[src/rtl/wah_lfo_pkg.sv]
// Shared types and constants for the wah LFO waveform generator.
`default_nettype none

package wah_lfo_pkg;

  // Top of the level range and its derived constants
  localparam int unsigned MAX_LEVEL = 127;
  localparam logic [7:0]  LEVEL_TOP = 8'(MAX_LEVEL);
  localparam logic [7:0]  LEVEL_HALF = 8'(MAX_LEVEL / 2);

  // Configuration port widths
  localparam int unsigned CFG_ADDR_W = 8;
  localparam int unsigned CFG_DATA_W = 8;

  // Register indexes on the configuration port
  typedef enum logic [CFG_ADDR_W-1:0] {
    REG_SPEED      = 8'd0,
    REG_WAVEFORM   = 8'd1,
    REG_LED_SCALER = 8'd2,
    REG_LED_OFFSET = 8'd3
  } cfg_addr_e;

  // Waveform selection codes
  typedef enum logic [1:0] {
    WAVE_RAMP_DOWN = 2'd0,
    WAVE_RAMP_UP   = 2'd1,
    WAVE_PULSE     = 2'd2,
    WAVE_TRI       = 2'd3
  } waveform_e;

  // Current register settings
  typedef struct packed {
    logic [7:0] speed;
    waveform_e  waveform;
    logic [7:0] led_scaler;
    logic [7:0] led_offset;
  } cfg_t;

  // Oscillator stage handed to the PWM mapping stage
  typedef struct packed {
    logic       valid;
    logic [7:0] wah;
  } osc_stage_t;

endpackage

`default_nettype wire

[src/rtl/wah_lfo_ifs.sv]
// Channel interfaces: tick input, result output and configuration writes.
`default_nettype none

// Tick input channel
interface wah_lfo_in_if;
  logic valid;
  logic ready;
  logic tick;

  modport source (output valid, output tick, input ready);
  modport sink   (input valid, input tick, output ready);
endinterface

// Result output channel
interface wah_lfo_out_if;
  logic        valid;
  logic        ready;
  logic [15:0] compare_value;
  logic [7:0]  wah_level;

  modport source (output valid, output compare_value, output wah_level, input ready);
  modport sink   (input valid, input compare_value, input wah_level, output ready);
endinterface

// Configuration write channel
interface wah_lfo_cfg_if;
  import wah_lfo_pkg::*;
  logic                  valid;
  logic                  ready;
  logic [CFG_ADDR_W-1:0] addr;
  logic [CFG_DATA_W-1:0] data;

  modport source (output valid, output addr, output data, input ready);
  modport sink   (input valid, input addr, input data, output ready);
endinterface

`default_nettype wire

[src/rtl/wah_lfo_cfg_regs.sv]
// Configuration register file for the wah LFO.
`default_nettype none

module wah_lfo_cfg_regs
  import wah_lfo_pkg::*;
(
  input  wire logic   clk,
  input  wire logic   rst,
  wah_lfo_cfg_if.sink cfg_ch,
  output cfg_t        cfg
);

  // Writes are always taken
  assign cfg_ch.ready = 1'b1;

  // Register writes; unknown indexes are dropped
  always_ff @(posedge clk) begin
    if (rst) begin
      cfg.speed      <= 8'd0;
      cfg.waveform   <= WAVE_RAMP_DOWN;
      cfg.led_scaler <= 8'd1;
      cfg.led_offset <= 8'd0;
    end else if (cfg_ch.valid) begin
      unique case (cfg_ch.addr)
        REG_SPEED:      cfg.speed      <= cfg_ch.data;
        REG_WAVEFORM:   cfg.waveform   <= waveform_e'(cfg_ch.data[1:0]);
        REG_LED_SCALER: cfg.led_scaler <= cfg_ch.data;
        REG_LED_OFFSET: cfg.led_offset <= cfg_ch.data;
        default: ;
      endcase
    end
  end

endmodule

`default_nettype wire

[src/rtl/wah_lfo_osc.sv]
// Prescaler and level stepping; registers the applied wah level on each firing.
`default_nettype none

module wah_lfo_osc
  import wah_lfo_pkg::*;
(
  input  wire logic  clk,
  input  wire logic  rst,
  input  wire cfg_t  cfg,
  input  wire logic  in_valid,
  input  wire logic  in_tick,
  output logic       in_ready,
  input  wire logic  down_ready,
  output osc_stage_t stage
);

  logic       take;
  logic [7:0] prescale_count;
  logic [7:0] prescale_inc;
  logic       fire;
  logic [7:0] level_count;
  logic [7:0] level_count_next;
  logic       tri_going_down;
  logic       tri_going_down_next;
  logic [7:0] wah_next;
  logic [7:0] saw_level;

  // Stage register frees up when empty or when the next stage takes it
  assign in_ready = !stage.valid || down_ready;
  assign take     = in_valid && in_ready && in_tick;

  // Prescaler fires when it passes the speed threshold
  assign prescale_inc = prescale_count + 8'd1;
  assign fire         = take && (prescale_inc > cfg.speed);

  // Saw step wraps at the top of the level range
  assign saw_level = (level_count >= LEVEL_TOP) ? 8'd0 : level_count + 8'd1;

  // Waveform step
  always_comb begin
    level_count_next    = level_count;
    tri_going_down_next = tri_going_down;
    wah_next            = 8'd0;
    unique case (cfg.waveform)
      WAVE_RAMP_DOWN: begin
        level_count_next = saw_level;
        wah_next         = LEVEL_TOP - saw_level;
      end
      WAVE_RAMP_UP: begin
        level_count_next = saw_level;
        wah_next         = saw_level;
      end
      WAVE_PULSE: begin
        level_count_next = saw_level;
        wah_next         = (saw_level >= LEVEL_HALF) ? LEVEL_TOP : 8'd0;
      end
      WAVE_TRI: begin
        if (tri_going_down) begin
          level_count_next    = (level_count != 8'd0) ? level_count - 8'd1 : level_count;
          tri_going_down_next = (level_count_next != 8'd0);
        end else begin
          level_count_next    = (level_count < LEVEL_TOP) ? level_count + 8'd1 : level_count;
          tri_going_down_next = (level_count_next >= LEVEL_TOP);
        end
        wah_next = level_count_next;
      end
      default: ;
    endcase
  end

  // Oscillator state
  always_ff @(posedge clk) begin
    if (rst) begin
      prescale_count <= 8'd0;
      level_count    <= 8'd0;
      tri_going_down <= 1'b0;
    end else if (take) begin
      prescale_count <= fire ? 8'd0 : prescale_inc;
      if (fire) begin
        level_count    <= level_count_next;
        tri_going_down <= tri_going_down_next;
      end
    end
  end

  // Stage register toward the PWM mapping
  always_ff @(posedge clk) begin
    if (rst) begin
      stage.valid <= 1'b0;
    end else if (in_ready) begin
      stage.valid <= fire;
    end
  end

  always_ff @(posedge clk) begin
    if (fire) begin
      stage.wah <= wah_next;
    end
  end

endmodule

`default_nettype wire

[src/rtl/wah_lfo_pwm_map.sv]
// Maps the wah level to a PWM compare value and holds the result register.
`default_nettype none

module wah_lfo_pwm_map
  import wah_lfo_pkg::*;
(
  input  wire logic       clk,
  input  wire logic       rst,
  input  wire cfg_t       cfg,
  input  wire osc_stage_t stage,
  output logic            stage_ready,
  wah_lfo_out_if.source   out_ch
);

  logic [15:0] pwm_top;
  logic [8:0]  pwm_sub;
  logic [15:0] compare_next;

  // Result register loads when empty or when its transaction completes
  assign stage_ready = !out_ch.valid || out_ch.ready;

  // Compare value: scaler * top level - offset - level, floored at zero
  assign pwm_top      = 16'(cfg.led_scaler) * 16'(LEVEL_TOP);
  assign pwm_sub      = {1'b0, cfg.led_offset} + {1'b0, stage.wah};
  assign compare_next = (pwm_top > 16'(pwm_sub)) ? pwm_top - 16'(pwm_sub) : 16'd0;

  always_ff @(posedge clk) begin
    if (rst) begin
      out_ch.valid <= 1'b0;
    end else if (stage_ready) begin
      out_ch.valid <= stage.valid;
    end
  end

  always_ff @(posedge clk) begin
    if (stage_ready && stage.valid) begin
      out_ch.compare_value <= compare_next;
      out_ch.wah_level     <= stage.wah;
    end
  end

endmodule

`default_nettype wire

[src/rtl/wah_lfo_waveform_generator.sv]
// Wah LFO waveform generator: a prescaler and a waveform stepper feeding a PWM mapping.
//
// Each accepted transaction with tick set advances an 8-bit prescaler; when it passes
// the speed register it returns to zero and the level counter steps by the selected
// waveform (saw down, saw up, square, triangle). One result then follows with the
// applied level and the compare value led_scaler*127 - led_offset - level, floored
// at zero. A transaction without tick, or one that does not fire, gives no result.
// One transaction is accepted every cycle while ready is high; a result passes a
// register after the level stepping and another after the multiply and
// subtract. While a result waits, input is still taken until the stage ahead of the
// result register holds a result of its own; then ready stays low until the result
// register is freed. Configuration writes are taken in any cycle; write them
// only while no result is pending. Speed 255 stops the oscillator.
`default_nettype none

module wah_lfo_waveform_generator
  import wah_lfo_pkg::*;
(
  input  wire logic     clk,
  input  wire logic     rst,
  wah_lfo_in_if.sink    in_ch,
  wah_lfo_out_if.source out_ch,
  wah_lfo_cfg_if.sink   cfg_ch
);

  cfg_t       cfg;
  osc_stage_t stage;
  logic       stage_ready;
  logic       in_ready;

  assign in_ch.ready = in_ready;

  // Configuration registers
  wah_lfo_cfg_regs u_cfg_regs (
    .clk    (clk),
    .rst    (rst),
    .cfg_ch (cfg_ch),
    .cfg    (cfg)
  );

  // Prescaler and waveform stepping
  wah_lfo_osc u_osc (
    .clk        (clk),
    .rst        (rst),
    .cfg        (cfg),
    .in_valid   (in_ch.valid),
    .in_tick    (in_ch.tick),
    .in_ready   (in_ready),
    .down_ready (stage_ready),
    .stage      (stage)
  );

  // PWM mapping and result register
  wah_lfo_pwm_map u_pwm_map (
    .clk         (clk),
    .rst         (rst),
    .cfg         (cfg),
    .stage       (stage),
    .stage_ready (stage_ready),
    .out_ch      (out_ch)
  );

endmodule

`default_nettype wire

[src/flat_wrapper.sv]
// flat-port wrapper written by rule: the top's interface ports become plain ports
module wah_lfo_waveform_generator_flat import wah_lfo_pkg::*;
  (clk, rst, in_ch_valid, in_ch_tick, in_ch_ready, out_ch_valid, out_ch_compare_value, out_ch_wah_level, out_ch_ready, cfg_ch_valid, cfg_ch_addr, cfg_ch_data, cfg_ch_ready);
  wah_lfo_in_if in_ch_i ();
  wah_lfo_out_if out_ch_i ();
  wah_lfo_cfg_if cfg_ch_i ();
  input  wire logic clk;
  input  wire logic rst;
  input wire logic [$bits(in_ch_i.valid)-1:0] in_ch_valid;
  input wire logic [$bits(in_ch_i.tick)-1:0] in_ch_tick;
  output wire logic [$bits(in_ch_i.ready)-1:0] in_ch_ready;
  output wire logic [$bits(out_ch_i.valid)-1:0] out_ch_valid;
  output wire logic [$bits(out_ch_i.compare_value)-1:0] out_ch_compare_value;
  output wire logic [$bits(out_ch_i.wah_level)-1:0] out_ch_wah_level;
  input wire logic [$bits(out_ch_i.ready)-1:0] out_ch_ready;
  input wire logic [$bits(cfg_ch_i.valid)-1:0] cfg_ch_valid;
  input wire logic [$bits(cfg_ch_i.addr)-1:0] cfg_ch_addr;
  input wire logic [$bits(cfg_ch_i.data)-1:0] cfg_ch_data;
  output wire logic [$bits(cfg_ch_i.ready)-1:0] cfg_ch_ready;
  assign in_ch_i.valid = in_ch_valid;
  assign in_ch_i.tick = in_ch_tick;
  assign in_ch_ready = in_ch_i.ready;
  assign out_ch_valid = out_ch_i.valid;
  assign out_ch_compare_value = out_ch_i.compare_value;
  assign out_ch_wah_level = out_ch_i.wah_level;
  assign out_ch_i.ready = out_ch_ready;
  assign cfg_ch_i.valid = cfg_ch_valid;
  assign cfg_ch_i.addr = cfg_ch_addr;
  assign cfg_ch_i.data = cfg_ch_data;
  assign cfg_ch_ready = cfg_ch_i.ready;
  wah_lfo_waveform_generator u_core (.clk(clk), .rst(rst), .in_ch(in_ch_i), .out_ch(out_ch_i), .cfg_ch(cfg_ch_i));
endmodule
[config.mk]
export PLATFORM = sky130hd
export DESIGN_NAME = wah_lfo_waveform_generator_flat
export DESIGN_NICKNAME = d
export VERILOG_FILES = /design/src/rtl/wah_lfo_pkg.sv /design/src/rtl/wah_lfo_ifs.sv /design/src/rtl/wah_lfo_cfg_regs.sv /design/src/rtl/wah_lfo_osc.sv /design/src/rtl/wah_lfo_pwm_map.sv /design/src/rtl/wah_lfo_waveform_generator.sv /design/src/flat_wrapper.sv
export SDC_FILE = /design/constraint.sdc
export NUM_CORES = 1
export LEC_CHECK = 0
export BUFFER_PORTS_ARGS = -buffer_cell sky130_fd_sc_hd__buf_4
export CAP_MARGIN = 0
export CORE_ASPECT_RATIO = 1.5
export CORE_MARGIN = 4
export CORE_UTILIZATION = 60
export DETAILED_ROUTE_END_ITERATION = 8
export PLACE_DENSITY = 0.76
export SLEW_MARGIN = 20
export SYNTH_ARGS = -nofsm -noshare
export SYNTH_HDL_FRONTEND = slang
export SYNTH_SLANG_ARGS = --single-unit
[constraint.sdc]
create_clock -name clk -period 15.4 [get_ports clk]
set_clock_uncertainty 0.2 [all_clocks]
set_input_delay 1.54 -clock clk [delete_from_list [all_inputs] [get_ports clk]]
set_output_delay 1.54 -clock clk [all_outputs]
set_load 0.03 [all_outputs]
==> results of run 1 <==
==> worst paths after layout <==
path | from | end | cells past startpoint
max | u_core.u_cfg_regs.cfg[13] | u_core.u_pwm_map.out_ch.compare_value[8] | 18
min | u_core.u_osc.stage[5] | u_core.u_pwm_map.out_ch.wah_level[5] | 0
max reg2reg | u_core.u_cfg_regs.cfg[13] | u_core.u_pwm_map.out_ch.compare_value[8] | 18
min reg2reg | u_core.u_osc.stage[5] | u_core.u_pwm_map.out_ch.wah_level[5] | 0
==> stage by stage <==
step | total power [mW] | util, % | cells
after floorplan | 0.290 | - | 700
after global placement | 0.310 | 65.5 | 856
after detailed placement | 0.312 | 65.5 | 856
after CTS | 0.547 | 68.8 | 872
after global routing | 0.566 | 68.8 | 872
final | 0.545 | 68.8 | 872
==> cells in the final DEF, fill, tap and decap left out, types with 8 or more instances in the layout <==
cell / n
a211oi_1: 9
nand2_1: 48
nor2_2: 11
ha_1: 60
clkbuf_16: 9
a21oi_1: 47
o21ai_0: 21
nor2_1: 58
mux2i_1: 27
inv_1: 65
nand3_1: 23
dfxtp_1: 45
fa_1: 25
xnor2_1: 21
edfxtp_1: 32
buf_4: 48
xor2_1: 14
nor3_1: 21
a21o_1: 10
nor2b_1: 8
==> final cells by class <==
type | count | share of cell area [%]
Tap cell | 141 | 2.52
Sequential cell | 77 | 26.6
Clock buffer | 11 | 3.32
Clock inverter | 5 | 1.41
Timing Repair Buffer | 48 | 5.14
Inverter | 66 | 3.53
Multi-Input combinational cell | 524 | 57.5
==> per-layer routing <==
metal / vias up / global-route usage, %
met1: 2467 / 25.7
met4: 0 / 11.1
li1: 2518 / -
met5: - / 0
met2: 161 / 47.7
met3: 37 / 3.67
==> state kept, by name (all words and copies together), names as in the netlist <==
name	count
u_core.u_pwm_map.out_ch.wah_level	8
u_core.u_osc.prescale_count	8
u_core.u_osc.tri_going_down	1
u_core.u_osc.stage	9
u_core.u_pwm_map.out_ch.compare_value	16
u_core.u_pwm_map.out_ch.valid	1
u_core.u_cfg_regs.cfg	26
u_core.u_osc.level_count	8
==> critical path: stages (launching register included) <==
cell      delay [ns]
dfxtp_1         0.44
inv_1           0.16
fa_1            0.53
fa_1            0.59
fa_1            0.45
fa_1            0.51
inv_1           0.04
ha_1            0.39
o211ai_1        0.14
a21oi_2         0.16
nor2b_1         0.09
xnor2_1         0.13
ha_1            0.34
nand2_1         0.09
or4_1           0.49
o21ai_1         0.10
o211ai_1        0.19
nor4_4          0.68
nor3_1          0.11
==> power groups by stage <==
| stage | Sequential [mW] | Clock, mW | Combinational, mW |
|---|---|---|---|
| global route | 0.229 | 0.248 | 0.0882 |
| CTS | 0.228 | 0.239 | 0.0802 |
| finish | 0.228 | 0.237 | 0.0800 |
| global placement | 0.232 | 0 | 0.0776 |
| detailed placement | 0.232 | 0 | 0.0793 |
| floorplan | 0.233 | 0 | 0.0568 |
==> cell families after synthesis <==
family,Yosys count,synth area share (%)
xor gates and xnor gates,36,5.13
buffers and inverters,99,6.48
and+or+nand+nor,223,18.4
adders and majority gates,85,19.9
AOI/OAI and AO/OA,151,16.0
DFF,77,29.6
muxes,28,4.47
other,1,0.0596
==> summary.md, run 1 <==
| Metric | Value |
|---|---|
| Run status | completed |
| Vias per Instance | approximately 5.9 |
| Layout cells sized above 1 | 12.9% |
| # clock sinks | 77 |
| Area growth syn-to-layout | 11.4% |
| Register area | 1860 um^2 |
| Fillers | approximately 830 |
| Routed wl met2 | 8.11 mm |
| Met1 WL | between 5 and 6 mm |
| Area of the multi-input gates | approximately 4000 um^2 |
| CTS tree | yes |
| Fmax | 0.164 GHz |
| Crit. End Element | flop |
| Synth cell types | 81 |
| Ys async rst share | 0% |
| Post-route minimum period | slightly above 6 ns |
| Routability cong. | 0.934 |
| Final setup viols | 0 |
| Core ar. | 10200 um^2 |
| Switch Pwr | 0.136 mW |
| Int Pwr | 0.409 mW |
| Most common cell in the synthesized netlist | inv_1 |
| DRC viols | 0 |
| Post-Synthesis Net Count | 807 |
| Drt first pass iters | 4 |
| Setup bufs post-CTS | 0 |
| Synth warnings | 0 |
| Crit path kind | flop to flop |
| Startpoint Class | flop |
| Final slew viol count | 0 |
| Top_reg_cell synth | dfxtp_1 |
| Hold Violations, Final | 0 |
| Least-Margin Pin Slew | 0.985 ns |
| Final nets | 833 |
| Sequential area share after synthesis | 29.6% |
| GRT overflow | 0 |
| Final hold slack | 0.260 ns |
| CP max FO | 12 |
| Largest net degree at the start of global routing | 47 |
| Top post-synthesis cells by count | inv_1, ha_1, nor2_1, nand2_1, a21oi_1 |
| Post-Route WL | 14.5 mm |
| Critical path data arrival time | ~6.0 ns |
| Top Layer Used | met4 |
| Max VDD drop | 0.0883 mV |
| Setup_tns | 0 ns |
| Post-DR wirelength/cell | 16.6 um |
| Final HPWL DP | 11.3 mm |
| N_diodes | 0 |
| Rows | 45 |
| Number of enable flip-flop cells after synthesis | 32 |
| Setup WS pre-CTS | 9.26 ns |
| Die Area | ~12000 um^2 |
| Max-slew headroom | 33.5% |
| Clock power share | a little over two fifths |
| CTS clk-pin slew, worst paths | 0.06 ns |
| Switching Share | between 20 and 25% |
| Initial antenna violation count | 0 |
| Die X | about 92 um |
| Leakage | a little over 3 nW |
| Power density over the cells | 77.7 nW/um^2 |
| Final ANT Viol Nets | 0 |
| Drt initial violations | 218 |
| Combinational fraction of design power | approximately 15% |
| Flop pwr share | 41.9% |
| CTS buffer count | 9 |
| Quantity of hold-fixing buffers added after cts | 0 |
| Worst skew pair latency | 0.33 ns |
| Cells after Synth | 700 |
| Met3 routed WL | 620 um |
| Die height | ~130 um |
| Root buffer cell | clkbuf_16 |
| GRT Util Overall | between 20% and 30% |
| Top-area cell type share of the netlist area | 15.3% |
| IO Port Bufs | 47 |
| Vias | 5183 |
| Initial core utilization | 61.8% |
| RSZ-0062 raised after global routing | no |
| Post-Syn Area per Cell | 8.99 um^2 |
| H-tree depth | 3 |
| Io pins | just under 50 |
| Clock Path Buffers | 2 |
| CP required | 15.25 ns |
| Largest area contributor in the netlist | edfxtp_1 |
| Fin crit share | 39.7% |
| Final setup margin | 9.29 ns |
| Hold WC Path Type | flop to flop |
| Cell area after synthesis | 6290 um^2 |
| Post-placement cell area | 6680 um^2 |
| PostCTS Resize Cnt | 0 |
| Synth area leaders | edfxtp_1, dfxtp_1, ha_1 |
| Maxcap violations | 0 |
| Design area | 7010 um^2 |
| Reg2reg setup slack | a little over 9 ns |
| Number of synthesized register bits | 77 |
| Vias in the first global route | 5214 |
| First-pass GRT wire length | 24.3 mm |
No activity file was read; power rests on OpenSTA's default activity.
==> inputs of run 2 (changes only) <==
Settings changed: ABC_AREA from default to 1.
Clock period 15.4 ns to 5.65 ns, I/O delays scaled along.
==> summary.md, run 2 <==
| Metric | Value |
|---|---|
| Hold Violations, Final | 0 (unchanged) |
| Routability cong. | 0.941 (+0.80%) |
| Max FFs per register | 26 (unchanged) |
| Clock power share | 38.8% (-4.6 points) |
| Number of synthesized register bits | 77 (unchanged) |
| Final setup margin | 0.328 ns (-8.96 ns) |
| Sequential area share after synthesis | 29.3% (-0.31 points) |
| Final slew viol count | 0 (unchanged) |
| CP max FO | 12 (unchanged) |
| Largest net degree at the start of global routing | 34 (-28%) |
| Drt initial violations | 247 (+13%) |
| Post-route minimum period | 5.32 ns (-0.792 ns) |
| Critical path data arrival time | 5.18 ns (-0.79 ns) |
| Quantity of hold-fixing buffers added after cts | 0 (unchanged) |
| Initial core utilization | 62.1% (+0.31 points) |
| GRT overflow | 0 (unchanged) |
| Io pins | 49 (unchanged) |
| Final std cells w/o fill | 1020 (+17%) |
| Crit path kind | flop to flop |
| Fmax | 0.188 GHz (+15%) |
| RR Endpoint | u_core.u_pwm_map.out_ch.compare_value[6] |
| PostCTS Resize Cnt | 0 (unchanged) |
| Post-Route WL | 14.7 mm (+1.6%) |
| Clock Path Buffers | 2 (unchanged) |
| Regs by FF count | u_core.u_cfg_regs.cfg (26), u_core.u_pwm_map.out_ch.compare_value (16), u_core.u_osc.stage (9) |
| Crit path from | u_core.u_cfg_regs.cfg[11] |
| Vias | 5527 (+6.6%) |
| Final nets | 981 (+18%) |
| Hold WC Path Type | flop to flop |
| CP required | 5.51 ns (-9.74 ns) |
| Final ANT Viol Nets | 0 (unchanged) |
| Reg2reg setup slack | 0.33 ns (-8.96 ns) |
| Most common cell in the synthesized netlist | nand2_1 |
| Fin crit share | 94.2% (+54 points) |
| R2r worst-path depth | 23 (+5) |
| Vias per Instance | 5.42 (-8.8%) |
| Top-area cell type share of the netlist area | 15.1% (-0.16 points) |
| Commonest non-fill, non-tap cell in the layout | nand2_1 |
| CTS tree | yes |
| Int Pwr | 1.04 mW (+150%) |
| Largest area contributor in the netlist | edfxtp_1 |
| H-tree depth | 3 (unchanged) |
| Final HPWL DP | 11.9 mm (+5.2%) |
| Drt first pass iters | 4 (unchanged) |
| Max-slew headroom | 45.2% (+12 points) |
| Cells after Synth | 831 (+19%) |
| R2R Path Start | u_core.u_cfg_regs.cfg[11] |
| Layout cells sized above 1 | 14.2% (+1.4 points) |
| Max VDD drop | 0.163 mV (+84%) |
| Maxcap violations | 0 (unchanged) |
| Top_reg_cell synth | dfxtp_1 |
| Vias in the first global route | 5550 (+6.4%) |
| # clock sinks | 77 (unchanged) |
| Flop pwr share | 42.6% (+0.7 points) |
| Cell area after synthesis | 6360 um^2 (+1.1%) |
| Commonest cells after routing, fill and taps aside | nand2_1, inv_1, nor2_1 |
| Post-Syn Area per Cell | 7.65 um^2 (-15%) |
| Root buffer cell | clkbuf_16 |
| Initial antenna violation count | 0 (unchanged) |
| CTS clk-pin slew, worst paths | 0.06 ns (about the same) |
| Die height | 134 um (+0.49%) |
| Setup WS pre-CTS | 0.152 ns (-9.11 ns) |
| Startpoint Class | flop |
| Final hold slack | 0.267 ns (+0.00665 ns) |
| Power density over the cells | 204 nW/um^2 (+160%) |
| CTS buffer count | 9 (unchanged) |
| Worst skew pair latency | 0.34 ns (about the same) |
| Largest reg by FF count | u_core.u_cfg_regs.cfg |
| Ys async rst share | 0% (unchanged) |
| Critical path endpoint | u_core.u_pwm_map.out_ch.compare_value[6] |
| Die X | 92.1 um (+0.47%) |
| Post-DR wirelength/cell | 14.5 um (-13%) |
| DRC viols | 0 (unchanged) |
| Crit. End Element | flop |
| Least-Margin Pin Slew | 0.821 ns (-0.163 ns) |
| Post-Synthesis Net Count | 938 (+16%) |
| Core ar. | 10200 um^2 (+0.55%) |
| Run status | completed |
| Switch Pwr | 0.410 mW (+200%) |
| Top post-synthesis cells by count | nand2_1, inv_1, nor2_1, a21oi_1, ha_1 |
| First-pass GRT wire length | 24.8 mm (+1.8%) |
| Number of enable flip-flop cells after synthesis | 32 (unchanged) |
| Synth cell types | 46 (-43%) |
| Die Area | 12300 um^2 (+0.97%) |
| Area growth syn-to-layout | 11.9% |
| Setup bufs post-CTS | 0 (unchanged) |
| Switching Share | 28.3% (+3.4 points) |
| GRT Util Overall | 24.9% (+0.23 points) |
| Inst Count DP | 1004 (+17%) |
| Leakage | 3.48 nW (+14%) |
| Synth area leaders | edfxtp_1, dfxtp_1, ha_1 |
| N_diodes | 0 (unchanged) |
| Synth warnings | 0 (unchanged) |
| Final setup viols | 0 (unchanged) |
| IO Port Bufs | 47 (unchanged) |
| Combinational fraction of design power | 18.6% (+3.9 points) |
| Rows | 45 (unchanged) |
==> run 2: per-stage QoR <==
stage	util [%]	cell area [um^2]	setup TNS, ns	power (mW)
final	69.5	7120	0	1.45
after detailed placement	66.4	6810	0	0.893
after global routing	69.5	7120	-0.00175	1.52
after CTS	69.3	7100	0	1.45
after global placement	66.4	6810	0	0.886
after floorplan	-	6360	0	0.822
==> run 2: area by class of cell <==
type / instances / area [um^2]
clock inverters: 7 / 65.1
inverters: 131 / 492
repair buffers: 49 / 375
fillers: 884 / 3130
clock buffers: 9 / 225
well taps: 141 / 176
flip-flops and latches: 77 / 1870
multi-input cells: 606 / 3920
==> run 2: kinds of logic after synthesis <==
group | count (synthesis) | synth area share [%]
adders and majority gates | 85 | 19.7
other | 1 | 0.0590
xor gates and xnor gates | 28 | 3.86
AOI/OAI and AO/OA | 155 | 13.9
DFF | 77 | 29.3
and+or+nand+nor | 337 | 24.0
buffers and inverters | 148 | 9.29
==> run 2: worst min-delay path by stage <==
stage,startpoint,to,depth (start not counted)
final,u_core.u_cfg_regs.cfg[25],u_core.u_cfg_regs.cfg[25],2
after global routing,u_core.u_osc.stage[2],u_core.u_pwm_map.out_ch.wah_level[2],0
after CTS,u_core.u_cfg_regs.cfg[20],u_core.u_cfg_regs.cfg[20],2
after detailed placement,u_core.u_cfg_regs.cfg[20],u_core.u_cfg_regs.cfg[20],2
after global placement,u_core.u_cfg_regs.cfg[24],u_core.u_cfg_regs.cfg[24],2
after floorplan,u_core.u_osc.stage[0],u_core.u_pwm_map.out_ch.wah_level[0],0
==> run 2: worst max-delay path, cell delays in order, from the launching register on <==
cell and delay (ns):
dfxtp_2 0.36, inv_1 0.10, fa_2 0.52, fa_1 0.59, fa_1 0.45, fa_1 0.51
inv_1 0.04, ha_1 0.35, nand2_1 0.09, nand2_1 0.09, a21oi_1 0.16, xnor2_1 0.09
ha_1 0.35, nand2_1 0.13, inv_1 0.05, nand2_1 0.06, nand2_1 0.06, a21oi_2 0.13
nor2_1 0.07, nor2_2 0.14, nand3_2 0.14, nand2_2 0.11, buf_8 0.16, a21boi_0 0.10
==> run 2: power by group through the flow <==
stage                     Combinational, mW  Sequential (mW)  Clock (mW)
after global placement                0.258            0.629           0
after detailed placement              0.263            0.630           0
after CTS                             0.266            0.618       0.569
final                                 0.269            0.618       0.563
after floorplan                       0.185            0.637           0
after global routing                  0.301            0.619       0.598
==> run 2: routing by layer <==
metal / global-route usage (%) / vias to the layer above / routed length, um
li1: - / 2809 / -
met1: 25.8 / 2521 / 5440
met2: 47.3 / 142 / 8070
met3: 3.70 / 55 / 514
met4: 13.6 / 0 / 718
met5: 0 / - / 0
==> inputs of run 3 (changes only) <==
Settings changed: ABC_AREA 1 to default.
==> summary.md, run 3 (same netlist as run 1, synthesis figures left out) <==
| Metric | Value |
|---|---|
| Regs by FF count | u_core.u_cfg_regs.cfg (26), u_core.u_pwm_map.out_ch.compare_value (16), u_core.u_osc.stage (9) |
| Vias in the first global route | 5449 (-1.8%) |
| R2R Path Start | u_core.u_cfg_regs.cfg[12] |
| Die Area | 12200 um^2 (-0.96%) |
| CP max FO | 6 (-6) |
| Crit path from | u_core.u_cfg_regs.cfg[12] |
| Final HPWL DP | 11.5 mm (-3.2%) |
| Drt first pass iters | 5 (+1) |
| Clock Path Buffers | 2 (unchanged) |
| Root buffer cell | clkbuf_16 |
| Critical path data arrival time | 5.40 ns (+0.22 ns) |
| Startpoint Class | flop |
| Layout Utilization | 71.1% (+1.7 points) |
| Post-route minimum period | 5.52 ns (+0.197 ns) |
| CP max stage cell | fa_1 |
| Final hold slack | 0.270 ns (+0.00287 ns) |
| Fmax | 0.181 GHz (-3.6%) |
| IO Port Bufs | 47 (unchanged) |
| CP required | 5.53 ns (+0.02 ns) |
| Commonest cells after routing, fill and taps aside | buf_4, inv_1, nor2_1, ha_1 |
| Drt initial violations | 228 (-7.7%) |
| Final setup viols | 0 (unchanged) |
| Worst skew pair latency | 0.33 ns (about the same) |
| Least-Margin Pin Slew | 0.962 ns (+0.141 ns) |
| Layout cells sized above 1 | 17.6% (+3.4 points) |
| Maxcap violations | 0 (unchanged) |
| Max FFs per register | 26 (unchanged) |
| Crit. End Element | flop |
| GRT overflow | 0 (unchanged) |
| Leakage | 3.16 nW (-9.2%) |
| Hold WC Path Type | flop to flop |
| Fillers | 785 (-11%) |
| H-tree depth | 3 (unchanged) |
| Power density over the cells | 208 nW/um^2 (+2.1%) |
| Run status | completed |
| Area growth syn-to-layout | 15.2% |
| Hold depth | 2 (unchanged) |
| Max-slew headroom | 35.0% (-10 points) |
| CTS clk-pin slew, worst paths | 0.06 ns (about the same) |
| Initial core utilization | 61.8% (-0.31 points) |
| Critical path endpoint | u_core.u_pwm_map.out_ch.compare_value[4] |
| Rows | 45 (unchanged) |
| Delay of the slowest cell on the worst path | 0.58 ns (about the same) |
| Final ANT Viol Nets | 0 (unchanged) |
| Post-placement cell area | 6730 um^2 (-1.2%) |
| CTS tree | yes |
| # clock sinks | 77 (unchanged) |
| Max VDD drop | 0.241 mV (+48%) |
| GRT Util Overall | 25.8% (+0.86 points) |
| DRC viols | 0 (unchanged) |
| Io pins | 49 (unchanged) |
| Die height | 133 um (-0.49%) |
| Post-DR wirelength/cell | 17.1 um (+18%) |
| M2 GR Usage | 48.6% (+1.3 points) |
| Die X | 91.6 um (-0.47%) |
| Most used cell along the critical path | fa_1 |
| First-pass GRT wire length | 25.5 mm (+2.9%) |
| Final nets | 852 (-13%) |
| Routability cong. | 0.931 (-1.1%) |
| Commonest non-fill, non-tap cell in the layout | buf_4 |
| CP cell instances | inv_2, fa_2, fa_1, fa_1, fa_1, inv_1, ha_1, buf_4, a21oi_4, nand2_1, xor2_1, ha_1, nand2_2, or4_4, o21ai_1, o211ai_1, nor4_4, buf_4, clkbuf_16, nor2_2 |
| Most Crowded Layer GR | met2 |
| Grt met1 use | 26.4% (+0.69 points) |
| Design area | 7250 um^2 (+1.8%) |
| N_diodes | 0 (unchanged) |
| Crit path kind | flop to flop |
| Vias per Instance | 5.88 (+8.5%) |
| Reg2reg setup slack | 0.13 ns (-0.20 ns) |
| Met3 Track Usage GR | 4.52% (+0.82 points) |
| Final slew viol count | 0 (unchanged) |
| Quantity of hold-fixing buffers added after cts | 0 (unchanged) |
| Initial antenna violation count | 0 (unchanged) |
| Core ar. | 10200 um^2 (-0.55%) |
| Largest net degree at the start of global routing | 47 (+38%) |
| RR Endpoint | u_core.u_pwm_map.out_ch.compare_value[4] |
| Post-Route WL | 15.2 mm (+3.1%) |
| Fin crit share | 97.7% (+3.5 points) |
| Largest reg by FF count | u_core.u_cfg_regs.cfg |
| Vias | 5240 (-5.2%) |
| CTS buffer count | 9 (unchanged) |
| Hold Violations, Final | 0 (unchanged) |
| R2r worst-path depth | 20 (-13%) |
==> run 3: report_power, final <==
group	leakage [nW]	total (mW)	internal [mW]	switching (mW)
Sequential	0.652	0.621	0.599	0.0223
Combinational	2.35	0.243	0.103	0.140
Clock	0.161	0.645	0.429	0.215
Total	3.16	1.51	1.13	0.377
==> run 3: metal layers <==
| metal | share of wire (%) | vias to the layer above |
|---|---|---|
| met4 | 4.7 | 0 |
| met5 | 0 | - |
| met3 | 4.2 | 63 |
| met1 | 36 | 2453 |
| li1 | - | 2554 |
| met2 | 55 | 170 |
==> run 3: through the flow <==
step	setup slack (ns)	power, mW	instances	TNS (ns)
floorplan	0.222	0.789	700	0
global placement	0.139	0.850	861	0
detailed placement	-0.00384	0.855	861	-0.00384
CTS	0.00333	1.51	884	0
global route	-0.0617	1.57	891	-0.470
finish	0.132	1.51	891	0
==> run 3: worst min path at each step <==
stage / from / endpoint / slack, ns
2_1_floorplan: u_core.u_osc.stage[0] / u_core.u_pwm_map.out_ch.wah_level[0] / 0.23
3_3_place_gp: u_core.u_osc.stage[5] / u_core.u_pwm_map.out_ch.wah_level[5] / 0.25
3_5_place_dp: u_core.u_osc.stage[3] / u_core.u_pwm_map.out_ch.wah_level[3] / 0.26
4_1_cts: u_core.u_osc.stage[3] / u_core.u_pwm_map.out_ch.wah_level[3] / 0.27
5_1_grt: u_core.u_osc.stage[5] / u_core.u_pwm_map.out_ch.wah_level[5] / 0.28
6_report: u_core.u_osc.prescale_count[7] / u_core.u_osc.prescale_count[7] / 0.27
==> run 3: cell type report <==
type / instances / area (um^2) / share of cell area (%)
Sequential cell: 77 / 1880 / 26.0
Tap cell: 141 / 176 / 2.43
Clock inverter: 5 / 98.8 / 1.36
Clock buffer: 11 / 233 / 3.21
Inverter: 66 / 248 / 3.42
Multi-Input combinational cell: 524 / 4080 / 56.3
Timing Repair Buffer: 67 / 533 / 7.35
==> run 3: worst max-delay path: cells and delay by family (launching register included) <==
family,cells,cell delay [ns]
xor gates and xnor gates,1,0.15
DFF,1,0.36
adders and majority gates,6,2.66
AOI/OAI and AO/OA,3,0.41
buffers and inverters,5,0.58
and+or+nand+nor,5,0.89
==> run 3: what timing repair did <==
action / 4_1_cts / 5_1_grt
cloned: 1 / 0
gates resized for setup: 17 / 9
endpoints found under the hold margin: 0 / 0
pin swaps: 9 / 14
setup buffers: 6 / 7
setup endpoints to repair: 4 / 12
